$ cat src/hdl/mahd_pkg.sv
// Shared types, codes and lookup tables for the MPEG audio header decoder.
// No dependencies; every other file of the block imports this package.
`default_nettype none

package mahd_pkg;

   localparam logic [7:0] SYNC_BYTE = 8'hFF;
   localparam logic [7:0] SYNC_MASK = 8'hE0;
   localparam logic [7:0] CHAR_I    = 8'h49;
   localparam logic [7:0] CHAR_D    = 8'h44;
   localparam logic [7:0] CHAR_3    = 8'h33;
   localparam logic [7:0] CHAR_T    = 8'h54;
   localparam logic [7:0] CHAR_A    = 8'h41;
   localparam logic [7:0] CHAR_G    = 8'h47;

   localparam logic [3:0]  BITRATE_BAD     = 4'hF;
   localparam logic [1:0]  FS_RESERVED     = 2'd3;
   localparam logic [1:0]  MODE_SINGLE     = 2'd3;
   localparam logic [1:0]  VERSION_MPEG1   = 2'd3;
   localparam logic [10:0] MAX_FRAME_BYTES = 11'd1441;

   typedef enum logic [2:0] {
      KIND_AUDIO    = 3'd0,
      KIND_ID3V2    = 3'd1,
      KIND_ID3V1    = 3'd2,
      KIND_PAD      = 3'd3,
      KIND_ID3FRAME = 3'd4
   } kind_type;

   typedef struct packed {
      kind_type   kind;
      logic [4:0] hdr_one;
      logic [7:0] hdr_two;
      logic [7:0] hdr_three;
   } parse_type;

   typedef struct packed {
      kind_type    kind;
      logic        is_mpeg_one;
      logic [1:0]  layer_code;
      logic [8:0]  bitrate_kbps;
      logic [15:0] sample_rate_hz;
      logic [7:0]  hdr_three;
      logic [4:0]  flag_bits;
      logic [10:0] base_length;
      logic        header_error;
   } lookup_type;

   typedef struct packed {
      kind_type    kind;
      logic        is_mpeg_one;
      logic [1:0]  layer_code;
      logic [8:0]  bitrate_kbps;
      logic [15:0] sample_rate_hz;
      logic [1:0]  channel_mode;
      logic        is_stereo;
      logic [1:0]  mode_extension;
      logic [1:0]  emphasis_code;
      logic [4:0]  flag_bits;
      logic [10:0] frame_bytes;
      logic        header_error;
   } result_type;

   function automatic logic [8:0] bitrate_lookup(input logic [3:0] idx);
      logic [8:0] kbps;
      case (idx)
         4'd1:    kbps = 9'd32;
         4'd2:    kbps = 9'd40;
         4'd3:    kbps = 9'd48;
         4'd4:    kbps = 9'd56;
         4'd5:    kbps = 9'd64;
         4'd6:    kbps = 9'd80;
         4'd7:    kbps = 9'd96;
         4'd8:    kbps = 9'd112;
         4'd9:    kbps = 9'd128;
         4'd10:   kbps = 9'd160;
         4'd11:   kbps = 9'd192;
         4'd12:   kbps = 9'd224;
         4'd13:   kbps = 9'd256;
         4'd14:   kbps = 9'd320;
         default: kbps = 9'd0;
      endcase
      return kbps;
   endfunction

   function automatic logic [15:0] sample_rate_lookup(input logic [1:0] idx);
      logic [15:0] hz;
      case (idx)
         2'd0:    hz = 16'd44100;
         2'd1:    hz = 16'd48000;
         2'd2:    hz = 16'd32000;
         default: hz = 16'd0;
      endcase
      return hz;
   endfunction

   // Floor of 144000 * kbps / hz, without the padding byte.
   function automatic logic [10:0] base_length_lookup(input logic [3:0] br_idx,
                                                      input logic [1:0] fs_idx);
      logic [10:0] len;
      len = 11'd0;
      case (fs_idx)
         2'd0: begin
            case (br_idx)
               4'd1:    len = 11'd104;
               4'd2:    len = 11'd130;
               4'd3:    len = 11'd156;
               4'd4:    len = 11'd182;
               4'd5:    len = 11'd208;
               4'd6:    len = 11'd261;
               4'd7:    len = 11'd313;
               4'd8:    len = 11'd365;
               4'd9:    len = 11'd417;
               4'd10:   len = 11'd522;
               4'd11:   len = 11'd626;
               4'd12:   len = 11'd731;
               4'd13:   len = 11'd835;
               4'd14:   len = 11'd1044;
               default: len = 11'd0;
            endcase
         end
         2'd1: begin
            case (br_idx)
               4'd1:    len = 11'd96;
               4'd2:    len = 11'd120;
               4'd3:    len = 11'd144;
               4'd4:    len = 11'd168;
               4'd5:    len = 11'd192;
               4'd6:    len = 11'd240;
               4'd7:    len = 11'd288;
               4'd8:    len = 11'd336;
               4'd9:    len = 11'd384;
               4'd10:   len = 11'd480;
               4'd11:   len = 11'd576;
               4'd12:   len = 11'd672;
               4'd13:   len = 11'd768;
               4'd14:   len = 11'd960;
               default: len = 11'd0;
            endcase
         end
         2'd2: begin
            case (br_idx)
               4'd1:    len = 11'd144;
               4'd2:    len = 11'd180;
               4'd3:    len = 11'd216;
               4'd4:    len = 11'd252;
               4'd5:    len = 11'd288;
               4'd6:    len = 11'd360;
               4'd7:    len = 11'd432;
               4'd8:    len = 11'd504;
               4'd9:    len = 11'd576;
               4'd10:   len = 11'd720;
               4'd11:   len = 11'd864;
               4'd12:   len = 11'd1008;
               4'd13:   len = 11'd1152;
               4'd14:   len = 11'd1440;
               default: len = 11'd0;
            endcase
         end
         default: len = 11'd0;
      endcase
      return len;
   endfunction

endpackage

`default_nettype wire

$ cat src/hdl/mahd_classify.sv
// First pipeline stage: classifies the four bytes and keeps the header bits.
// Depends on mahd_pkg.
`default_nettype none

module mahd_classify (
   input  wire logic                clock,
   input  wire logic                reset,
   input  wire logic                up_valid,
   input  wire logic [7:0]          byte_zero,
   input  wire logic [7:0]          byte_one,
   input  wire logic [7:0]          byte_two,
   input  wire logic [7:0]          byte_three,
   output      logic                up_stall,
   output      logic                dn_valid,
   output      mahd_pkg::parse_type dn_data,
   input  wire logic                dn_stall
);
   import mahd_pkg::*;

   logic      valid_ff;
   logic      valid_in;
   parse_type data_ff;
   parse_type data_in;

   always_comb begin
      data_in.hdr_one   = byte_one[4:0];
      data_in.hdr_two   = byte_two;
      data_in.hdr_three = byte_three;
      if (byte_zero == SYNC_BYTE && (byte_one & SYNC_MASK) == SYNC_MASK) begin
         data_in.kind = KIND_AUDIO;
      end else if (byte_zero == CHAR_I && byte_one == CHAR_D && byte_two == CHAR_3) begin
         data_in.kind = KIND_ID3V2;
      end else if (byte_zero == CHAR_T && byte_one == CHAR_A && byte_two == CHAR_G) begin
         data_in.kind = KIND_ID3V1;
      end else if (byte_zero == 8'h00) begin
         data_in.kind = KIND_PAD;
      end else begin
         data_in.kind = KIND_ID3FRAME;
      end
   end

   assign up_stall = valid_ff && dn_stall;
   assign valid_in = up_stall ? valid_ff : up_valid;

   always_ff @(posedge clock) begin
      if (reset) begin
         valid_ff <= 1'b0;
      end else begin
         valid_ff <= valid_in;
      end
   end

   always_ff @(posedge clock) begin
      if (up_valid && !up_stall) begin
         data_ff <= data_in;
      end
   end

   assign dn_valid = valid_ff;
   assign dn_data  = data_ff;

endmodule

`default_nettype wire

$ cat src/hdl/mahd_lookup.sv
// Second pipeline stage: bitrate, sample-rate and frame-length table lookups.
// Depends on mahd_pkg.
`default_nettype none

module mahd_lookup (
   input  wire logic                 clock,
   input  wire logic                 reset,
   input  wire logic                 up_valid,
   input  wire mahd_pkg::parse_type  up_data,
   output      logic                 up_stall,
   output      logic                 dn_valid,
   output      mahd_pkg::lookup_type dn_data,
   input  wire logic                 dn_stall
);
   import mahd_pkg::*;

   logic       valid_ff;
   logic       valid_in;
   lookup_type data_ff;
   lookup_type data_in;
   logic [3:0] br_idx;
   logic [1:0] fs_idx;

   assign br_idx = up_data.hdr_two[7:4];
   assign fs_idx = up_data.hdr_two[3:2];

   always_comb begin
      data_in.kind           = up_data.kind;
      data_in.is_mpeg_one    = (up_data.hdr_one[4:3] == VERSION_MPEG1);
      data_in.layer_code     = up_data.hdr_one[2:1];
      data_in.bitrate_kbps   = bitrate_lookup(br_idx);
      data_in.sample_rate_hz = sample_rate_lookup(fs_idx);
      data_in.hdr_three      = up_data.hdr_three;
      data_in.flag_bits      = {up_data.hdr_three[2], up_data.hdr_three[3],
                                up_data.hdr_two[0], up_data.hdr_two[1],
                                up_data.hdr_one[0]};
      data_in.base_length    = base_length_lookup(br_idx, fs_idx);
      data_in.header_error   = (br_idx == BITRATE_BAD) || (fs_idx == FS_RESERVED);
   end

   assign up_stall = valid_ff && dn_stall;
   assign valid_in = up_stall ? valid_ff : up_valid;

   always_ff @(posedge clock) begin
      if (reset) begin
         valid_ff <= 1'b0;
      end else begin
         valid_ff <= valid_in;
      end
   end

   always_ff @(posedge clock) begin
      if (up_valid && !up_stall) begin
         data_ff <= data_in;
      end
   end

   assign dn_valid = valid_ff;
   assign dn_data  = data_ff;

endmodule

`default_nettype wire

$ cat src/hdl/mahd_format.sv
// Third pipeline stage: adds the padding byte, clears fields of non-audio
// beats and holds the result register. Depends on mahd_pkg.
`default_nettype none

module mahd_format (
   input  wire logic                 clock,
   input  wire logic                 reset,
   input  wire logic                 up_valid,
   input  wire mahd_pkg::lookup_type up_data,
   output      logic                 up_stall,
   output      logic                 dn_valid,
   output      mahd_pkg::result_type dn_data,
   input  wire logic                 dn_stall
);
   import mahd_pkg::*;

   logic       valid_ff;
   logic       valid_in;
   result_type data_ff;
   result_type data_in;

   always_comb begin
      data_in      = '0;
      data_in.kind = up_data.kind;
      if (up_data.kind == KIND_AUDIO) begin
         data_in.is_mpeg_one    = up_data.is_mpeg_one;
         data_in.layer_code     = up_data.layer_code;
         data_in.bitrate_kbps   = up_data.bitrate_kbps;
         data_in.sample_rate_hz = up_data.sample_rate_hz;
         data_in.channel_mode   = up_data.hdr_three[7:6];
         data_in.is_stereo      = (up_data.hdr_three[7:6] != MODE_SINGLE);
         data_in.mode_extension = up_data.hdr_three[5:4];
         data_in.emphasis_code  = up_data.hdr_three[1:0];
         data_in.flag_bits      = up_data.flag_bits;
         data_in.header_error   = up_data.header_error;
         if (!up_data.header_error) begin
            data_in.frame_bytes = up_data.base_length + {10'd0, up_data.flag_bits[1]};
         end
      end
   end

   assign up_stall = valid_ff && dn_stall;
   assign valid_in = up_stall ? valid_ff : up_valid;

   always_ff @(posedge clock) begin
      if (reset) begin
         valid_ff <= 1'b0;
      end else begin
         valid_ff <= valid_in;
      end
   end

   always_ff @(posedge clock) begin
      if (up_valid && !up_stall) begin
         data_ff <= data_in;
      end
   end

   assign dn_valid = valid_ff;
   assign dn_data  = data_ff;

`ifndef SYNTHESIS
   a_error_no_length: assert property (@(posedge clock) disable iff (reset)
      dn_valid && dn_data.header_error |-> dn_data.frame_bytes == 11'd0)
      else $error("Erroneous header carries a nonzero frame length.");

   a_other_kinds_clear: assert property (@(posedge clock) disable iff (reset)
      dn_valid && dn_data.kind != KIND_AUDIO |->
         dn_data.frame_bytes == 11'd0 && dn_data.bitrate_kbps == 9'd0 &&
         dn_data.sample_rate_hz == 16'd0 && dn_data.flag_bits == 5'd0 &&
         !dn_data.header_error)
      else $error("Non-audio beat carries decoded header fields.");

   a_good_header_sane: assert property (@(posedge clock) disable iff (reset)
      dn_valid && dn_data.kind == KIND_AUDIO && !dn_data.header_error |->
         dn_data.sample_rate_hz != 16'd0 && dn_data.frame_bytes <= MAX_FRAME_BYTES)
      else $error("Valid audio header has no sample rate or an oversized frame.");
`endif

endmodule

`default_nettype wire

$ cat src/hdl/mpeg_audio_header_decode.sv
// MPEG audio header decoder, top level: three pipeline stages in a chain.
// Depends on mahd_pkg, mahd_classify, mahd_lookup and mahd_format.
//
// The decoder accepts one four-byte beat per clock while req_stall is low and
// returns one result beat per input beat, in order; each beat is registered in
// the classify, table lookup and format stages before it is presented. The rate
// is one beat per cycle while no stall holds; the three register stages each
// hold one beat, and frame lengths come from a constant table, so no divider
// limits the rate. A stall on the result side holds the result register; an
// earlier stage holds only while it and every later stage are full and rsp_stall
// is high, so req_stall rises in the same cycle as rsp_stall once all are full.
`default_nettype none

module mpeg_audio_header_decode (
   input  wire logic        clock,
   input  wire logic        reset,
   input  wire logic        req_valid,
   output      logic        req_stall,
   input  wire logic [7:0]  req_byte_zero,
   input  wire logic [7:0]  req_byte_one,
   input  wire logic [7:0]  req_byte_two,
   input  wire logic [7:0]  req_byte_three,
   output      logic        rsp_valid,
   input  wire logic        rsp_stall,
   output      logic [2:0]  rsp_kind,
   output      logic        rsp_is_mpeg_one,
   output      logic [1:0]  rsp_layer_code,
   output      logic [8:0]  rsp_bitrate_kbps,
   output      logic [15:0] rsp_sample_rate_hz,
   output      logic [1:0]  rsp_channel_mode,
   output      logic        rsp_is_stereo,
   output      logic [1:0]  rsp_mode_extension,
   output      logic [1:0]  rsp_emphasis_code,
   output      logic [4:0]  rsp_flag_bits,
   output      logic [10:0] rsp_frame_bytes,
   output      logic        rsp_header_error
);
   import mahd_pkg::*;

   logic       parse_valid;
   logic       parse_stall;
   parse_type  parse_data;
   logic       lookup_valid;
   logic       lookup_stall;
   lookup_type lookup_data;
   result_type result;

   mahd_classify u_classify (
      .clock      (clock),
      .reset      (reset),
      .up_valid   (req_valid),
      .byte_zero  (req_byte_zero),
      .byte_one   (req_byte_one),
      .byte_two   (req_byte_two),
      .byte_three (req_byte_three),
      .up_stall   (req_stall),
      .dn_valid   (parse_valid),
      .dn_data    (parse_data),
      .dn_stall   (parse_stall)
   );

   mahd_lookup u_lookup (
      .clock    (clock),
      .reset    (reset),
      .up_valid (parse_valid),
      .up_data  (parse_data),
      .up_stall (parse_stall),
      .dn_valid (lookup_valid),
      .dn_data  (lookup_data),
      .dn_stall (lookup_stall)
   );

   mahd_format u_format (
      .clock    (clock),
      .reset    (reset),
      .up_valid (lookup_valid),
      .up_data  (lookup_data),
      .up_stall (lookup_stall),
      .dn_valid (rsp_valid),
      .dn_data  (result),
      .dn_stall (rsp_stall)
   );

   assign rsp_kind           = result.kind;
   assign rsp_is_mpeg_one    = result.is_mpeg_one;
   assign rsp_layer_code     = result.layer_code;
   assign rsp_bitrate_kbps   = result.bitrate_kbps;
   assign rsp_sample_rate_hz = result.sample_rate_hz;
   assign rsp_channel_mode   = result.channel_mode;
   assign rsp_is_stereo      = result.is_stereo;
   assign rsp_mode_extension = result.mode_extension;
   assign rsp_emphasis_code  = result.emphasis_code;
   assign rsp_flag_bits      = result.flag_bits;
   assign rsp_frame_bytes    = result.frame_bytes;
   assign rsp_header_error   = result.header_error;

endmodule

`default_nettype wire
$ cat config.mk
export PLATFORM = sky130hd
export DESIGN_NAME = mpeg_audio_header_decode
export DESIGN_NICKNAME = d
export VERILOG_FILES = /design/src/hdl/mahd_pkg.sv /design/src/hdl/mahd_classify.sv /design/src/hdl/mahd_lookup.sv /design/src/hdl/mahd_format.sv /design/src/hdl/mpeg_audio_header_decode.sv
export SDC_FILE = /design/constraint.sdc
export NUM_CORES = 1
export LEC_CHECK = 0
export BUFFER_PORTS_ARGS = -buffer_cell sky130_fd_sc_hd__buf_2
export CAP_MARGIN = 20
export CORE_MARGIN = 2
export CORE_UTILIZATION = 56
export DETAILED_ROUTE_END_ITERATION = 8
export PLACE_DENSITY = 0.79
export SLEW_MARGIN = 20
export SYNTH_ARGS = -nofsm -noshare
export SYNTH_HDL_FRONTEND = slang
export SYNTH_SLANG_ARGS = --single-unit
export TNS_END_PERCENT = 5
$ cat constraint.sdc
create_clock -name clock -period 5.1 [get_ports clock]
set_input_delay 0.51 -clock clock [delete_from_list [all_inputs] [get_ports clock]]
set_output_delay 0.51 -clock clock [all_outputs]
set_load 0.01 [all_outputs]
# --- Word level (Yosys, flattened, before mapping) ---
# Memory sizes are Yosys's and may differ from the RTL's. A register that Yosys moved wholly into a read port is not among the register bits.
# Cells that the tools add are included.
# Widths: inputs -> output; s select.
op_classes:
  addsub: 1
  eq_ne: 14
  mux: 8
  bitwise: 1
  n_reduce_logical: 21
ops:
  columns: ["operator", "n"]
  rows:
  - ["$pmux 16 s3", 1]
  - ["$eq 8x7->1 const B", 5]
  - ["$pmux 11 s3", 1]
  - ["$mux 4", 3]
  - ["$add 11x1->11", 1]
  - ["$logic_and 1x1->1", 11]
  - ["$eq 8x6->1 const B", 1]
  - ["$eq 8x8->1 const B", 1]
  - ["$logic_not 8->1", 1]
  - ["$eq 2x2->1 const B", 3]
  - ["$eq 4x4->1 const B", 1]
  - ["$reduce_or 2->1", 2]
  - ["$eq 3x3->1 const B", 1]
  - ["$logic_not 1->1", 3]
  - ["$logic_not 3->1", 1]
  - ["$mux 3", 1]
  - ["$reduce_or 3->1", 1]
  - ["$eq 2x1->1 const B", 1]
  - ["$logic_not 2->1", 1]
  - ["$mux 2", 1]
  - ["$ne 2x2->1 const B", 1]
  - ["$logic_or 1x1->1", 1]
  - ["$mux 1", 1]
  - ["$not 1->1", 1]
totals:
  register_bits: 138
  rom_bits: 528
  input_bits: 36
  word_cells: 79
  memories: 4
memory_table:
  columns: ["name", "depth", "width", "read_ports", "rd_clocked_by_memory_dff", "write_ports", "line", "rtl"]
  rows:
  - ["(name not given)", 16, 11, 1, 1, 0, "mahd_pkg.sv:104", "case (br_idx)"]
  - ["(name not given)", 16, 9, 1, 1, 0, "mahd_pkg.sv:142", "case (br_idx)"]
  - ["(name not given)", 16, 7, 1, 1, 0, "mahd_pkg.sv:123", "case (br_idx)"]
  - ["(name not given)", 16, 6, 1, 1, 0, "mahd_pkg.sv:66", "case (idx)"]

# --- Logic depth before layout (Yosys ltp) ---
# Gate-level depths: netlist of run 1.
logic_depth:
  ltp_word: 6
  ltp_mapped: 11

# --- By module ---
# From an unflattened synthesis of run 1, not the netlist that was laid out.
unflattened:
  cells_unflattened: 388
  area_unflattened_um2: 5514.0
by_module_without_submodules:
  columns: ["mod", "n_inst", "cells_each", "area_per_inst_um2", "seq_area_each_um2"]
  rows:
  - ["mahd_lookup", 1, 191, 2342.2, 1281.2]
  - ["mahd_format", 1, 146, 2233.4, 1671.6]
  - ["mahd_classify", 1, 51, 938.4, 740.7]

# --- Worst setup path after synthesis of run 1 ---
# Ideal clock, no wire load.
synth_timing:
  path_type: "input-to-reg"
  start: "input rsp_stall"
  end: "register u_format.data_ff, in the netlist u_format.dn_data[0], enable pin"
  setup_ns: 0.509
  arrival_ns: 3.675
  required_time_ns: 4.591
  slack_ns: 0.916
  path_stages: 1
  path_cell_list: "a21boi_0"
synth_between:
  elab_chain_len: 3
synth_rtl:
  columns: ["item", "line", "rtl"]
  rows:
  - ["from (decl)", "mpeg_audio_header_decode.sv:24", "input wire logic rsp_stall,"]
  - ["$logic_and 1x1->1", "mahd_format.sv:42", "assign up_stall = valid_ff && dn_stall;"]
  - ["$logic_not 1->1", "mahd_format.sv:54", "if (up_valid && !up_stall) begin"]
  - ["$logic_and 1x1->1", "mahd_format.sv:54", null]
  - ["to (signal assigned)", "mahd_format.sv:55", "data_ff <= data_in;"]
  - ["to (decl)", "mahd_format.sv:19", "result_type data_ff;"]
# No other way between the ends.
# A chain may end at the register's enable or synchronous reset.

==> results of run 1 <==
-- logic make-up (layout without fill, tap and decap cells) --
family	count (synthesis)	count (layout)	share of synthesized area [%]
AND/OR/NAND/NOR	143	143	12.8
multiplexers	10	10	1.93
adder cells (fa/ha/maj)	21	21	4.46
other	1	8	0.0636
flip-flops	138	138	65.4
buffers and inverters	53	141	4.95
AO/OA/AOI/OAI	75	75	9.13
XOR/XNOR	9	9	1.34
-- critical path: stages, from the launching register on --
cell and delay, ns:
dfxtp_1 0.47, nand4_4 0.17, nand2_2 0.27, inv_2 0.31, o21ai_0 0.69, inv_1 0.22
ha_1 0.35, mux2i_4 0.20, o22ai_1 0.11
-- cell usage in the layout (no fill, tap or decap), types with 4 or more instances in the layout --
cell type and count:
nor3_1 7, buf_2 84, a222oi_1 7, a21oi_1 15
conb_1 8, nand3_1 10, inv_1 20, o22ai_1 5
ha_1 21, o21ai_0 17, o21ai_1 4, clkbuf_16 16
and2_1 33, mux2i_1 8, dfxtp_1 29, nor2_1 33
nand2_1 28, edfxtp_1 109, nor4_1 5, xor2_1 7
and3_1 7, inv_6 5
-- worst min-delay path by stage --
stage                                       from                    end  cells after the start
after floorplan           u_classify.dn_data[16]   u_lookup.dn_data[12]                      0
after global placement    u_classify.dn_data[23]   u_lookup.dn_data[55]                      0
after detailed placement   u_classify.dn_data[5]   u_lookup.dn_data[22]                      0
after CTS                      req_byte_three[5]  u_classify.dn_data[5]                      1
after global routing           req_byte_three[5]  u_classify.dn_data[5]                      1
final                          req_byte_three[5]  u_classify.dn_data[5]                      1
-- layer usage --
metal	share of wire [%]	routed length (um)	global-route usage [%]	vias up
li1	-	-	-	1785
met5	0	0	0	-
met3	6.9	709	5.71	26
met1	43	4420	25.0	1706
met4	2.2	229	8.81	0
met2	48	4920	30.8	148
-- Yosys cell counts, drive strengths merged (2+ instances only) --
library cell  number
ha                21
nand3             11
nor2              33
nor3               8
a21boi             2
nand2             30
a22oi              2
or3                2
inv               23
a31o               2
a222oi             7
o211ai             3
a31oi              3
and3               8
a211oi             3
mux2i              9
buf               18
and2              35
dfxtp             29
nand4              4
a21oi             16
o22ai              5
o21ai             22
xor2               7
nand2b             3
nor4               5
xnor2              2
clkbuf            12
edfxtp           109
o32ai              2
-- power groups by stage --
stage / sequential (mW) / combinational, mW / clock [mW]
3_3_place_gp: 1.33 / 0.192 / 0
3_5_place_dp: 1.33 / 0.198 / 0
6_report: 1.31 / 0.201 / 1.24
5_1_grt: 1.31 / 0.223 / 1.30
2_1_floorplan: 1.32 / 0.148 / 0
4_1_cts: 1.31 / 0.199 / 1.25
-- per-stage QoR --
| step | total power [mW] | hold WS [ns] | cells |
|---|---|---|---|
| finish | 2.75 | 0.150 | 681 |
| global route | 2.84 | 0.124 | 681 |
| CTS | 2.76 | 0.137 | 681 |
| detailed placement | 1.53 | 0.405 | 649 |
| global placement | 1.52 | 0.401 | 649 |
| floorplan | 1.47 | 0.400 | 457 |
-- final cells by class --
cell class | count | area, um2
Inverter | 23 | 88.8
Sequential cell | 138 | 3850
Clock buffer | 17 | 414
Multi-Input combinational cell | 266 | 1790
Tap cell | 136 | 170
Fill cell | 734 | 3320
Clock inverter | 15 | 201
Timing Repair Buffer | 86 | 435
==> results.sh, run 1 <==
export IMPL_routed_wl_um=10300
export IMPL_vias_per_cell=5.38
export IMPL_fin_crit_ns=2.93
export IMPL_synthCells=450
export IMPL_rr_worst_depth=8
export IMPL_first_global_vias=3482
export IMPL_period_share_pct=57.4
export IMPL_drtPass1Iterations=5
export IMPL_ys_flop_type="edfxtp_1"
export IMPL_crit_start="u_format.dn_valid"
export IMPL_drv_cap=0
export IMPL_clk_latency_ns=0.53
export IMPL_initial_core_util_pct=57.4
export IMPL_outcome="finished, final reports clean"
export IMPL_syn_to_final_growth_pct=18.0
export IMPL_p_leak_nw=2.82
export IMPL_p_int_mw=2.08
export IMPL_switching_power_mw=0.667
export IMPL_ff2ff_setup_slack_ns=2.17
export IMPL_syn_area_um2=5890
export IMPL_h_tree_depth=4
export IMPL_overflow=0
export IMPL_port_buffers=84
export IMPL_synthArstFlopShare_pct=0
export IMPL_cts_sinks=138
export IMPL_cp_arrival_ns=3.31
export IMPL_setup_violations=0
export IMPL_finalMaxSlewViolations=0
export IMPL_start_kind="flip-flop"
export IMPL_ys_seq_area_share_pct=65.4
export IMPL_clock_skew_ns=0.00853
export IMPL_via_count=3665
export IMPL_yosysTopAreaCell="edfxtp_1"
export IMPL_utilization_pct=67.7
export IMPL_cts_resized=0
export IMPL_syn_area_per_cell_um2=13.1
export IMPL_yosysWarnings=0
export IMPL_pwr_share_seq_pct=47.6
export IMPL_ys_ff_latch=138
export IMPL_fmax_mhz=341
export IMPL_r2r_start="u_format.dn_valid"
export IMPL_peakVddDrop_mv=0.233
export IMPL_preCtsSetupSlack_ns=2.01
export IMPL_grt_util_all_layers_pct=19.5
export IMPL_dieArea_um2=11400
export IMPL_antenna_left=0
export IMPL_power_density_nw_per_um2=395
export IMPL_worstMarginPinSlew_ns=0.960
export IMPL_diodes=0
export IMPL_hold_path_class="input port to flip-flop"
export IMPL_drc=0
export IMPL_clkSlewWorstSetupHoldPaths_ns=0.07
export IMPL_final_area_um2=6960
export IMPL_worst_slack_ns=2.17
export IMPL_synthTopCellsByArea="edfxtp_1 (56%), dfxtp_1 (9.8%), ha_1 (4.5%), and2_1 (3.6%), nor2_1 (2.1%)"
export IMPL_rows=37
export IMPL_synth_cell_types=63
export IMPL_ioPinCount=93
export IMPL_max_slew_margin_rel_pct=36.0
export IMPL_nNetsFinal=589
export IMPL_core_area_um2=10300
export IMPL_rsz0062_at_grt="false"
export IMPL_post_cts_setup_buffers=0
export IMPL_die_h_um=107
export IMPL_yosysTopAreaCellShare_pct=55.5
export IMPL_critPathKind="flip-flop to flip-flop"
export IMPL_wl_per_cell_um=15.1
export IMPL_worst_path_max_fanout=32
export IMPL_dpl_instance_area_um2=6340
export IMPL_numCtsBuffers=17
export IMPL_gp_congestion=0.907
export IMPL_grt_first_pass_wirelength_um=16700
export IMPL_drtIter0Drc=274
export IMPL_grt_max_degree=44
export IMPL_die_w_um=107
export IMPL_cts_root_buf="clkbuf_8"
export IMPL_postCtsHoldBufs=0
export IMPL_drive_above_1_share_pct=25.7
export IMPL_power_frac_clock_pct=45.1
export IMPL_dpl_hpwl_um=7090
export IMPL_cp_end_kind="flip-flop"
export IMPL_crit_required_ns=5.49
export IMPL_switching_share_pct=24.3
export IMPL_hold_viol=0
export IMPL_combinationalPowerShare_pct=7.3
export IMPL_synth_edf_count=109
export IMPL_antenna_found_initial=0
export IMPL_tritoncts="yes"
export IMPL_clock_path_buffers=2
export IMPL_setup_tns_ns=0
No activity file was read; power rests on OpenSTA's default activity.
==> inputs of run 2 (changes only) <==
==> constraint.sdc (replaced) <==
create_clock -name clock -period 2.92 [get_ports clock]
set_input_delay 0.292 -clock clock [delete_from_list [all_inputs] [get_ports clock]]
set_output_delay 0.292 -clock clock [all_outputs]
set_load 0.01 [all_outputs]
==> results.sh, run 2 (synthesis gave the netlist of run 1 again) <==
export IMPL_outcome="finished, final reports clean"
export IMPL_rows=37
export IMPL_routed_wl_um=10700
export IMPL_crit_start="u_format.dn_valid"
export IMPL_combinationalPowerShare_pct=8.1
export IMPL_diodes=0
export IMPL_antenna_found_initial=0
export IMPL_layout_commonest_cell="edfxtp_1"
export IMPL_h_tree_depth=4
export IMPL_start_kind="flip-flop"
export IMPL_fmax_mhz=388
export IMPL_dpl_hpwl_um=7010
export IMPL_power_density_nw_per_um2=648
export IMPL_numCtsBuffers=17
export IMPL_syn_to_final_growth_pct=20.1
export IMPL_via_count=3708
export IMPL_switching_power_mw=1.06
export IMPL_peakVddDrop_mv=0.334
export IMPL_clkSlewWorstSetupHoldPaths_ns=0.06
export IMPL_ioPinCount=93
export IMPL_pwr_share_seq_pct=49.8
export IMPL_crit_slowest_cell="o21ai_0"
export IMPL_cp_end_kind="flip-flop"
export IMPL_post_cts_setup_buffers=0
export IMPL_crit_required_ns=3.31
export IMPL_die_w_um=107
export IMPL_postCtsHoldBufs=17
export IMPL_place_inst=652
export IMPL_hold_path_startpoint="req_byte_two[6]"
export IMPL_drtIter0Drc=213
export IMPL_clock_skew_ns=0.00681
export IMPL_cp_arrival_ns=2.96
export IMPL_switching_share_pct=23.2
export IMPL_grt_max_degree=44
export IMPL_layout_common_cells="edfxtp_1 (109), buf_2 (84), nor2_1 (33), and2_1 (33), dfxtp_1 (29)"
export IMPL_setup_tns_ns=0
export IMPL_overflow=0
export IMPL_worst_slack_ns=0.346
export IMPL_fin_crit_ns=2.57
export IMPL_cts_sinks=138
export IMPL_die_h_um=107
export IMPL_p_int_mw=3.52
export IMPL_cts_resized=0
export IMPL_first_global_vias=3444
export IMPL_worstPathCellList="nand4_4 -> nand2_2 -> inv_2 -> o21ai_0 -> inv_1 -> ha_1 -> nor2_1 -> o32ai_1"
export IMPL_finalMaxSlewViolations=0
export IMPL_setup_violations=0
export IMPL_worstMarginPinSlew_ns=0.944
export IMPL_rsz0062_at_grt="false"
export IMPL_initial_core_util_pct=57.4
export IMPL_preCtsSetupSlack_ns=0.377
export IMPL_core_area_um2=10300
export IMPL_tritoncts="yes"
export IMPL_dieArea_um2=11400
export IMPL_grt_util_all_layers_pct=19.9
export IMPL_antenna_left=0
export IMPL_p_leak_nw=2.87
export IMPL_nNetsFinal=609
export IMPL_critPathKind="flip-flop to flip-flop"
export IMPL_gp_congestion=0.874
export IMPL_clock_path_buffers=2
export IMPL_clk_latency_ns=0.52
export IMPL_hold_path_class="input port to flip-flop"
export IMPL_period_share_pct=88.2
export IMPL_port_buffers=84
export IMPL_wl_per_cell_um=15.3
export IMPL_drv_cap=0
export IMPL_drive_above_1_share_pct=25.0
export IMPL_slowest_delay_ns=0.54
export IMPL_worst_path_max_fanout=12
export IMPL_grt_first_pass_wirelength_um=17000
export IMPL_r2r_start="u_format.dn_valid"
export IMPL_cts_root_buf="clkbuf_8"
export IMPL_drc=0
export IMPL_vias_per_cell=5.29
export IMPL_drtPass1Iterations=5
export IMPL_power_frac_clock_pct=42.1
export IMPL_fin_cells=701
export IMPL_hold_viol=0
export IMPL_max_slew_margin_rel_pct=37.0
[run 2: per-stage QoR]
stage / instance area, um2 / hold WS [ns] / power [mW] / util (%)
after floorplan: 5920 / 0.361 / 2.57 / -
after global placement: 6360 / 0.402 / 2.66 / 61.9
after detailed placement: 6360 / 0.405 / 2.67 / 61.9
after CTS: 7080 / 0.0184 / 4.61 / 68.9
after global routing: 7080 / 0.00681 / 4.75 / 68.9
final: 7080 / 0.0453 / 4.59 / 68.9
[run 2: power by group through the flow]
stage               clock network, mW  logic [mW]  registers [mW]
finish                           1.93       0.371            2.28
global route                     2.05       0.409            2.29
detailed placement                  0       0.346            2.32
CTS                              1.95       0.367            2.28
global placement                    0       0.342            2.32
floorplan                           0       0.258            2.31
[run 2: critical path: cells and delay by family, from the launching register on]
kind | cells | cell delay, ns
fa+ha+maj | 1 | 0.35
buf+inv | 2 | 0.31
simple gates | 3 | 0.65
flops | 1 | 0.47
compound gates | 2 | 0.65
[run 2: layout make-up]
cell class | count | area [um2]
Clock buffer | 19 | 422
Clock inverter | 13 | 123
Fill cell | 741 | 3200
Inverter | 23 | 88.8
Multi-Input combinational cell | 266 | 1790
Sequential cell | 138 | 3850
Tap cell | 136 | 170
Timing Repair Buffer | 106 | 628
[run 2: metal layers]
metal / routed length (um) / up-vias / GRT usage (%)
met5: 0 / - / 0
met4: 116 / 0 / 6.86
met3: 551 / 10 / 6.38
met2: 5470 / 136 / 33.6
met1: 4570 / 1740 / 24.3
li1: - / 1822 / -
[run 2: worst paths after layout]
check | cells past startpoint | slack [ns] | to
setup / recovery | 8 | 0.35 | flip-flop
hold / removal | 1 | 0.05 | u_classify.dn_data[14]
setup reg to reg | 8 | 0.35 | flip-flop
hold reg to reg | 0 | 0.42 | u_lookup.dn_data[21]
